$ cat config.mk
export PLATFORM = sky130hd
export DESIGN_NAME = collation_sort_key_builder_unit
export DESIGN_NICKNAME = d
export VERILOG_FILES = /design/src/rtl/core/csk_pkg.sv /design/src/rtl/core/csk_ram.sv /design/src/rtl/core/collation_sort_key_builder_unit.sv
export SDC_FILE = /design/constraint.sdc
export NUM_CORES = 1
export LEC_CHECK = 0
export ABC_AREA = 1
export BUFFER_PORTS_ARGS = -buffer_cell sky130_fd_sc_hd__buf_4
export CORE_MARGIN = 10
export CORE_UTILIZATION = 57
export CTS_CLUSTER_SIZE = 16
export DETAILED_ROUTE_END_ITERATION = 10
export PLACE_DENSITY = 0.76
export SYNTH_ARGS = -nofsm -noshare
export SYNTH_HDL_FRONTEND = slang
export SYNTH_HIERARCHICAL = 1
export SYNTH_SLANG_ARGS = --single-unit
$ cat constraint.sdc
create_clock -name clk_i -period 4.5 [get_ports clk_i]
set_clock_uncertainty 0.1 [all_clocks]
set_input_delay 0.9 -clock clk_i [delete_from_list [all_inputs] [get_ports clk_i]]
set_output_delay 0.9 -clock clk_i [all_outputs]
set_load 0.1 [all_outputs]
$ cat src/rtl/core/csk_pkg.sv
// types, constants and implicit weight function for the collation sort key builder
package csk_pkg;

  localparam int unsigned StoreDepthDef = 16;
  localparam int unsigned WeightW       = 16;
  localparam int unsigned CodePointW    = 21;

  localparam logic [WeightW-1:0] AaaaTangut = 16'hFB00;
  localparam logic [WeightW-1:0] AaaaNushu  = 16'hFB01;
  localparam logic [WeightW-1:0] AaaaKhitan = 16'hFB02;
  localparam logic [WeightW-1:0] BaseCore   = 16'hFB40;
  localparam logic [WeightW-1:0] BaseExt    = 16'hFB80;
  localparam logic [WeightW-1:0] BaseOther  = 16'hFBC0;
  localparam logic [WeightW-1:0] LowMask    = 16'h7FFF;
  localparam logic [WeightW-1:0] HighBit    = 16'h8000;
  localparam logic [WeightW-1:0] SecImplicit = 16'h0020;
  localparam logic [WeightW-1:0] TerImplicit = 16'h0002;

  typedef enum logic [1:0] {
    CMD_APPEND   = 2'd0,
    CMD_IMPLICIT = 2'd1,
    CMD_FINISH   = 2'd2
  } cmd_e;

  typedef enum logic [1:0] {
    PASS_PRI = 2'd0,
    PASS_SEC = 2'd1,
    PASS_TER = 2'd2
  } pass_e;

  typedef enum logic [2:0] {
    ST_IDLE,
    ST_IMPL2,
    ST_READ,
    ST_EMIT,
    ST_SEP
  } state_e;

  typedef struct packed {
    cmd_e               command;
    logic [WeightW-1:0] primary_weight;
    logic [WeightW-1:0] secondary_weight;
    logic [WeightW-1:0] tertiary_weight;
    logic [CodePointW-1:0] code_point;
  } in_item_t;

  typedef struct packed {
    logic [WeightW-1:0] key_word;
    logic               last_word;
    logic               dropped;
  } out_item_t;

  typedef struct packed {
    logic [WeightW-1:0] p;
    logic [WeightW-1:0] s;
    logic [WeightW-1:0] t;
  } ce_t;

  localparam int unsigned CeW = $bits(ce_t);

  function automatic logic in_rng(logic [CodePointW-1:0] cp, logic [CodePointW-1:0] lo,
                                  logic [CodePointW-1:0] hi);
    return (cp >= lo) && (cp <= hi);
  endfunction

  // returns {aaaa, bbbb}
  function automatic logic [2*WeightW-1:0] implicit_weights(logic [CodePointW-1:0] cp);
    logic [WeightW-1:0]    aaaa;
    logic [WeightW-1:0]    bbbb;
    logic [WeightW-1:0]    base;
    logic [CodePointW-1:0] off;
    if (in_rng(cp, 21'h17000, 21'h18AFF) || in_rng(cp, 21'h18D00, 21'h18D7F)) begin
      off  = cp - 21'h17000;
      aaaa = AaaaTangut;
      bbbb = (off[WeightW-1:0] & LowMask) | HighBit;
    end else if (in_rng(cp, 21'h1B170, 21'h1B2FF)) begin
      off  = cp - 21'h1B170;
      aaaa = AaaaNushu;
      bbbb = (off[WeightW-1:0] & LowMask) | HighBit;
    end else if (in_rng(cp, 21'h18B00, 21'h18CFF)) begin
      off  = cp - 21'h18B00;
      aaaa = AaaaKhitan;
      bbbb = (off[WeightW-1:0] & LowMask) | HighBit;
    end else begin
      if (in_rng(cp, 21'h04E00, 21'h09FFF)) begin
        base = BaseCore;
      end else if (in_rng(cp, 21'h03400, 21'h04DBF) || in_rng(cp, 21'h0F900, 21'h0FAFF) ||
                   in_rng(cp, 21'h20000, 21'h2A6DF) || in_rng(cp, 21'h2A700, 21'h2B739) ||
                   in_rng(cp, 21'h2B740, 21'h2B81D) || in_rng(cp, 21'h2B820, 21'h2CEA1) ||
                   in_rng(cp, 21'h2CEB0, 21'h2EBE0) || in_rng(cp, 21'h2EBF0, 21'h2F7FF) ||
                   in_rng(cp, 21'h30000, 21'h3134A) || in_rng(cp, 21'h31350, 21'h323AF)) begin
        base = BaseExt;
      end else begin
        base = BaseOther;
      end
      off  = cp;
      aaaa = base + {10'd0, cp[CodePointW-1:15]};
      bbbb = (off[WeightW-1:0] & LowMask) | HighBit;
    end
    return {aaaa, bbbb};
  endfunction

endpackage

$ cat src/rtl/core/csk_ram.sv
// generic single-port-write ram with registered read
module csk_ram #(
  parameter int unsigned Width = 8,
  parameter int unsigned Depth = 16
) (
  input  logic                     clk_i,
  input  logic                     we_i,
  input  logic [$clog2(Depth)-1:0] waddr_i,
  input  logic [Width-1:0]         wdata_i,
  input  logic                     re_i,
  input  logic [$clog2(Depth)-1:0] raddr_i,
  output logic [Width-1:0]         rdata_o
);

  logic [Width-1:0] mem_q [Depth];
  logic [Width-1:0] rdata_q;

  always_ff @(posedge clk_i) begin
    if (we_i) begin
      mem_q[waddr_i] <= wdata_i;
    end
    if (re_i) begin
      rdata_q <= mem_q[raddr_i];
    end
  end

  assign rdata_o = rdata_q;

endmodule

$ cat src/rtl/core/collation_sort_key_builder_unit.sv
// collation sort key builder: ce store in ram, key emitted in up to three passes
//
//  channel | direction | payload             | handshake
//  in      | to block  | csk_pkg::in_item_t  | in_valid_i / in_ready_o
//  out     | from block| csk_pkg::out_item_t | out_valid_o / out_ready_i
//
// append and ignored items end in ST_IDLE; implicit items write again in ST_IMPL2 (one ram port)
// once a finish item is accepted, each pass reads (ST_READ) each stored ce and emits (ST_EMIT)
// its nonzero field, ST_SEP a separator after pri and sec; no nonzero tertiary skips pass ter
// no ram clearing after reset: only entries below the fill count are read
// out stalls hold the finish walk; input is taken only while no item is in progress
module collation_sort_key_builder_unit #(
  parameter int unsigned StoreDepth = csk_pkg::StoreDepthDef
) (
  input  logic                clk_i,
  input  logic                rst_ni,
  input  logic                in_valid_i,
  output logic                in_ready_o,
  input  csk_pkg::in_item_t   in_data_i,
  output logic                out_valid_o,
  input  logic                out_ready_i,
  output csk_pkg::out_item_t  out_data_o
);

  import csk_pkg::*;

  localparam int unsigned CntW = $clog2(StoreDepth + 1);
  localparam int unsigned IdxW = $clog2(StoreDepth);

  state_e             state_q, state_d;
  pass_e              pass_q, pass_d;
  logic [CntW-1:0]    count_q, count_d;
  logic [IdxW-1:0]    idx_q, idx_d;
  logic [IdxW-1:0]    last_t_q, last_t_d;
  logic               has_t_q, has_t_d;
  logic               ovf_q, ovf_d;
  logic [WeightW-1:0] bbbb_q, bbbb_d;
  logic               out_valid_q, out_valid_d;
  out_item_t          out_q, out_d;

  logic               we;
  logic [IdxW-1:0]    waddr;
  ce_t                wdata;
  logic               re;
  ce_t                rdata;
  logic [CeW-1:0]     rdata_raw;

  logic               in_acc;
  logic               slot_free;
  logic [WeightW-1:0] field;
  logic [2*WeightW-1:0] imp;
  logic [CntW:0]      count_plus2;
  logic               pass_end;

  csk_ram #(
    .Width (CeW),
    .Depth (StoreDepth)
  ) u_store (
    .clk_i   (clk_i),
    .we_i    (we),
    .waddr_i (waddr),
    .wdata_i (wdata),
    .re_i    (re),
    .raddr_i (idx_q),
    .rdata_o (rdata_raw)
  );

  assign rdata = ce_t'(rdata_raw);

  assign in_ready_o  = (state_q == ST_IDLE);
  assign in_acc      = in_valid_i && in_ready_o;
  assign slot_free   = !out_valid_q || out_ready_i;
  assign imp         = implicit_weights(in_data_i.code_point);
  assign count_plus2 = {1'b0, count_q} + (CntW+1)'(2);
  assign pass_end    = ({1'b0, idx_q} + (IdxW+1)'(1)) >= (IdxW+1)'(count_q);
  assign out_valid_o = out_valid_q;
  assign out_data_o  = out_q;

  always_comb begin
    unique case (pass_q)
      PASS_PRI: field = rdata.p;
      PASS_SEC: field = rdata.s;
      default:  field = rdata.t;
    endcase
  end

  always_comb begin
    state_d     = state_q;
    pass_d      = pass_q;
    count_d     = count_q;
    idx_d       = idx_q;
    last_t_d    = last_t_q;
    has_t_d     = has_t_q;
    ovf_d       = ovf_q;
    bbbb_d      = bbbb_q;
    out_valid_d = out_valid_q && !out_ready_i;
    out_d       = out_q;
    we          = 1'b0;
    waddr       = count_q[IdxW-1:0];
    wdata       = '0;
    re          = 1'b0;

    unique case (state_q)
      ST_IDLE: begin
        if (in_acc) begin
          case (in_data_i.command)
            CMD_APPEND: begin
              if (count_q < CntW'(StoreDepth)) begin
                we       = 1'b1;
                wdata    = '{p: in_data_i.primary_weight, s: in_data_i.secondary_weight,
                             t: in_data_i.tertiary_weight};
                count_d  = count_q + CntW'(1);
                if (in_data_i.tertiary_weight != '0) begin
                  has_t_d  = 1'b1;
                  last_t_d = count_q[IdxW-1:0];
                end
              end else begin
                ovf_d = 1'b1;
              end
            end
            CMD_IMPLICIT: begin
              if (count_plus2 <= (CntW+1)'(StoreDepth)) begin
                we       = 1'b1;
                wdata    = '{p: imp[2*WeightW-1:WeightW], s: SecImplicit, t: TerImplicit};
                bbbb_d   = imp[WeightW-1:0];
                has_t_d  = 1'b1;
                last_t_d = count_q[IdxW-1:0];
                count_d  = count_q + CntW'(1);
                state_d  = ST_IMPL2;
              end else begin
                ovf_d = 1'b1;
              end
            end
            CMD_FINISH: begin
              pass_d  = PASS_PRI;
              idx_d   = '0;
              state_d = (count_q == '0) ? ST_SEP : ST_READ;
            end
            default: ;
          endcase
        end
      end
      ST_IMPL2: begin
        we      = 1'b1;
        wdata   = '{p: bbbb_q, s: '0, t: '0};
        count_d = count_q + CntW'(1);
        state_d = ST_IDLE;
      end
      ST_READ: begin
        re      = 1'b1;
        state_d = ST_EMIT;
      end
      ST_EMIT: begin
        if (field == '0 || slot_free) begin
          if (field != '0) begin
            out_valid_d = 1'b1;
            out_d       = '{key_word: field,
                            last_word: (pass_q == PASS_TER) && (idx_q == last_t_q),
                            dropped: ovf_q};
          end
          idx_d = idx_q + IdxW'(1);
          if (!pass_end) begin
            state_d = ST_READ;
          end else if (pass_q == PASS_TER) begin
            count_d = '0;
            ovf_d   = 1'b0;
            has_t_d = 1'b0;
            state_d = ST_IDLE;
          end else begin
            state_d = ST_SEP;
          end
        end
      end
      ST_SEP: begin
        if (slot_free) begin
          out_valid_d = 1'b1;
          out_d       = '{key_word: '0,
                          last_word: (pass_q == PASS_SEC) && !has_t_q,
                          dropped: ovf_q};
          idx_d       = '0;
          if (pass_q == PASS_SEC && !has_t_q) begin
            count_d = '0;
            ovf_d   = 1'b0;
            state_d = ST_IDLE;
          end else begin
            pass_d  = (pass_q == PASS_PRI) ? PASS_SEC : PASS_TER;
            state_d = (count_q == '0) ? ST_SEP : ST_READ;
          end
        end
      end
      default: state_d = ST_IDLE;
    endcase
  end

  always_ff @(posedge clk_i or negedge rst_ni) begin
    if (!rst_ni) begin
      state_q     <= ST_IDLE;
      pass_q      <= PASS_PRI;
      count_q     <= '0;
      idx_q       <= '0;
      last_t_q    <= '0;
      has_t_q     <= 1'b0;
      ovf_q       <= 1'b0;
      out_valid_q <= 1'b0;
    end else begin
      state_q     <= state_d;
      pass_q      <= pass_d;
      count_q     <= count_d;
      idx_q       <= idx_d;
      last_t_q    <= last_t_d;
      has_t_q     <= has_t_d;
      ovf_q       <= ovf_d;
      out_valid_q <= out_valid_d;
    end
  end

  always_ff @(posedge clk_i) begin
    bbbb_q <= bbbb_d;
    out_q  <= out_d;
  end

endmodule

==> impl_metrics.json <==
{
  "worstPathRequired_ns": 4.73,
  "die_area_mm2": 0.0820,
  "drt-wirelength-per-cell_um": 21.4,
  "finalHoldViolations": 0,
  "drtPass1Iterations": 5,
  "power_density_mw_per_mm2": 487,
  "start_util_pct": 57.6,
  "fin_nets": 4305,
  "finalMaxSlewViolations": 0,
  "vias": 29100,
  "portBuffers": 94,
  "cts_root_buf": "clkbuf_16",
  "r2r_start": "count_q[2]$_DFFE_PN0P_",
  "rr_worst_depth": 12,
  "antenna_found_initial": 7,
  "fmax_mhz": 277,
  "clock_path_buffers": 3,
  "insertion_delay_ns": 0.65,
  "status": "completed",
  "ir_drop_mv": 0.325,
  "gp_congestion": 0.982,
  "grt_overflow": 0,
  "critPathLaunchType": "flop",
  "grt_max_degree": 168,
  "placed_area_mm2": 0.0420,
  "core-area_mm2": 0.0701,
  "relSlewSlack_pct": 12.6,
  "die_h_um": 286,
  "multi_input_area_mm2": 0.0107,
  "final_cell_area_mm2": 0.0448,
  "ant_nets": 0,
  "routed_wl_um": 112000,
  "ios": 95,
  "critPathArrivalTime_ns": 3.84,
  "ys_ff_latch": 870,
  "clk_pin_slew_worst_paths_ns": 0.07,
  "synth-edff-count": 849,
  "synth.distinct_cells": 49,
  "cts_resized": 0,
  "cp_slowest_cell": "nor2_4",
  "crit_path_start": "count_q[2]$_DFFE_PN0P_",
  "register_area_mm2": 0.0260,
  "grt_pass1_wl_um": 169000,
  "path_common_cell": "nand2_1",
  "cts_sinks": 870,
  "synth_area_mm2": 0.0404,
  "cts_setup_buffers": 0,
  "cp_max_fo": 20,
  "cts_buffers": 88,
  "syn_area_per_cell_um2": 9.73,
  "drc": 0,
  "htreeDepth": 3,
  "tightest_slew_ns": 1.31,
  "fp.dieW_um": 286,
  "hp-class": "reg -> reg",
  "path_cells": "inv_1 -> nor3_1 -> nand2_1 -> nand2_1 -> nor2_1 -> inv_1 -> nand2_1 -> nand2_1 -> nand2_1 -> nand2_1 -> nor2_4 -> buf_12",
  "rsz0062_at_grt": "false",
  "worstHoldPathCells": 0,
  "ys_seq_area_share_pct": 64.4,
  "viasPerCell": 5.56,
  "maxCapViolCount": 0,
  "drive_gt1_share_pct": 8.52,
  "critPathCaptureType": "flop",
  "critPathKind": "reg -> reg",
  "synthFlopType": "edfxtp_1",
  "grt_pass1_vias": 28200,
  "num_rows": 97,
  "tritoncts": "done",
  "nFillCells": 5456,
  "syn_nets": 4250,
  "dp_hpwl_um": 70300,
  "drt_first_iter_violations": 3607,
  "grt_use_total_pct": 26.9,
  "min_from": "ovf_q$_DFFE_PN0P_",
  "area_delta_synth_final_pct": 10.7,
  "setup_viol": 0,
  "yosysWarnings": 6,
  "critPathMaxStageDelay_ns": 0.71,
  "async_flop_share_pct": 2.41,
  "post-route-period-util_pct": 80.3,
  "power_leakage_uw": 0.0191,
  "finalPower_uw": 21800,
  "min_period_ns": 3.61,
  "syn_inst": 4155
}
## final cells by class
cell class,count,area share (%)
multi-input combinational,2392,23.9
inverter,705,5.95
clock buffer,107,5.12
sequential,870,58.1
clock inverter,55,1.04
antenna,2,0.0112
tap,940,2.63
timing repair buffer,153,3.19
## final timing paths
kind                                                      end  slack [ns]
worst min-delay path                  out_data_o[0]$_DFFE_PP_        0.36
min in group asynchronous             last_t_q[0]$_DFFE_PN0P_        0.59
max in group asynchronous                idx_q[1]$_DFFE_PN0P_        3.45
worst max-delay path            u_store/mem_q[0][9]$_DFFE_PP_        0.89
worst max register to register  u_store/mem_q[0][9]$_DFFE_PP_        0.89
worst min register to register        out_data_o[0]$_DFFE_PP_        0.36
## repair_timing
item	CTS	global route
endpoints found under the hold margin	3	0
endpoints found under the setup margin	0	0
hold buffers	1	0
## critical path, delay by kind of cell, from the launching register on
kind	cells	cell delay, ns
and+or+nand+nor	9	1.87
buffers and inverters	3	0.78
DFF	1	0.54
## routing by layer
metal	track usage (%)	vias up	wire, um
li1	-	13600	-
met1	34.2	13700	43100
met2	44.1	1466	53400
met3	4.68	267	9620
met4	13.5	8	5810
met5	0	-	57
## power by group
group / internal (uW) / leakage [uW] / switching [uW] / total (uW)
logic: 1090 / 0.00967 / 3410 / 4500
registers: 10000 / 0.00811 / 254 / 10300
clock network: 3990 / 0.00136 / 3050 / 7050
total: 15100 / 0.0191 / 6720 / 21800
## cells in the final DEF, fill, tap and decap left out, types with 11 or more instances in the layout
| cell type | count |
|---|---|
| nand2_1 | 1344 |
| edfxtp_1 | 849 |
| inv_1 | 683 |
| nand3_1 | 658 |
| nor2_1 | 135 |
| buf_4 | 130 |
| clkbuf_16 | 89 |
| o21ai_0 | 32 |
| a21oi_1 | 28 |
| nor3_1 | 25 |
| buf_12 | 22 |
| nor2_4 | 21 |
| ha_1 | 20 |
| clkinv_1 | 20 |
| inv_2 | 19 |
| clkinv_2 | 19 |
| nand4_1 | 18 |
| xor2_1 | 18 |
| clkbuf_1 | 18 |
| dfrtp_1 | 17 |
| nor2_2 | 11 |
## sequential cells by signal, summed over array words and instances (netlist names)
signal           cells
u_store/mem_q      768
pass_q               2
last_t_q             4
count_q              5
u_store/rdata_o     48
bbbb_q              15
idx_q                4
out_data_o          18
has_t_q              1
state_q              3
ovf_q                1
out_valid_o          1
## through the flow
stage	hold slack (ns)	worst slack [ns]	TNS, ns	cells	utilization (%)
after floorplan	0.325	-0.369	-260.84	4155	-
after global placement	0.340	0.746	0	5059	59.9
after detailed placement	0.340	0.680	0	5059	59.9
after CTS	0.357	0.950	0	5222	63.8
after global routing	0.371	0.773	0	5223	63.8
final	0.357	0.888	0	5224	63.8
## Yosys cell counts (all sizes together), types with 20 or more instances
master,n,share of area [%]
nand2,1353,13
a21oi,29,0.37
buf,152,2.6
inv,705,6.6
nor3,29,0.43
o21ai,43,0.54
nand3,663,8.3
dfrtp,21,1.3
nor2,167,1.7
clkbuf,36,0.33
ha,20,0.62
edfxtp,849,63
## logic make-up (layout without fill, tap and decap cells)
family | after synthesis | count (layout) | synth area share [%]
compound gates | 102 | 102 | 1.49
fa+ha+maj | 20 | 20 | 0.619
other cells | 0 | 2 | 0
flops | 870 | 870 | 64.4
simple gates | 2251 | 2251 | 23.7
buf+inv | 893 | 1020 | 9.48
xor+xnor | 19 | 19 | 0.412
No activity file was read; power rests on OpenSTA's default activity.
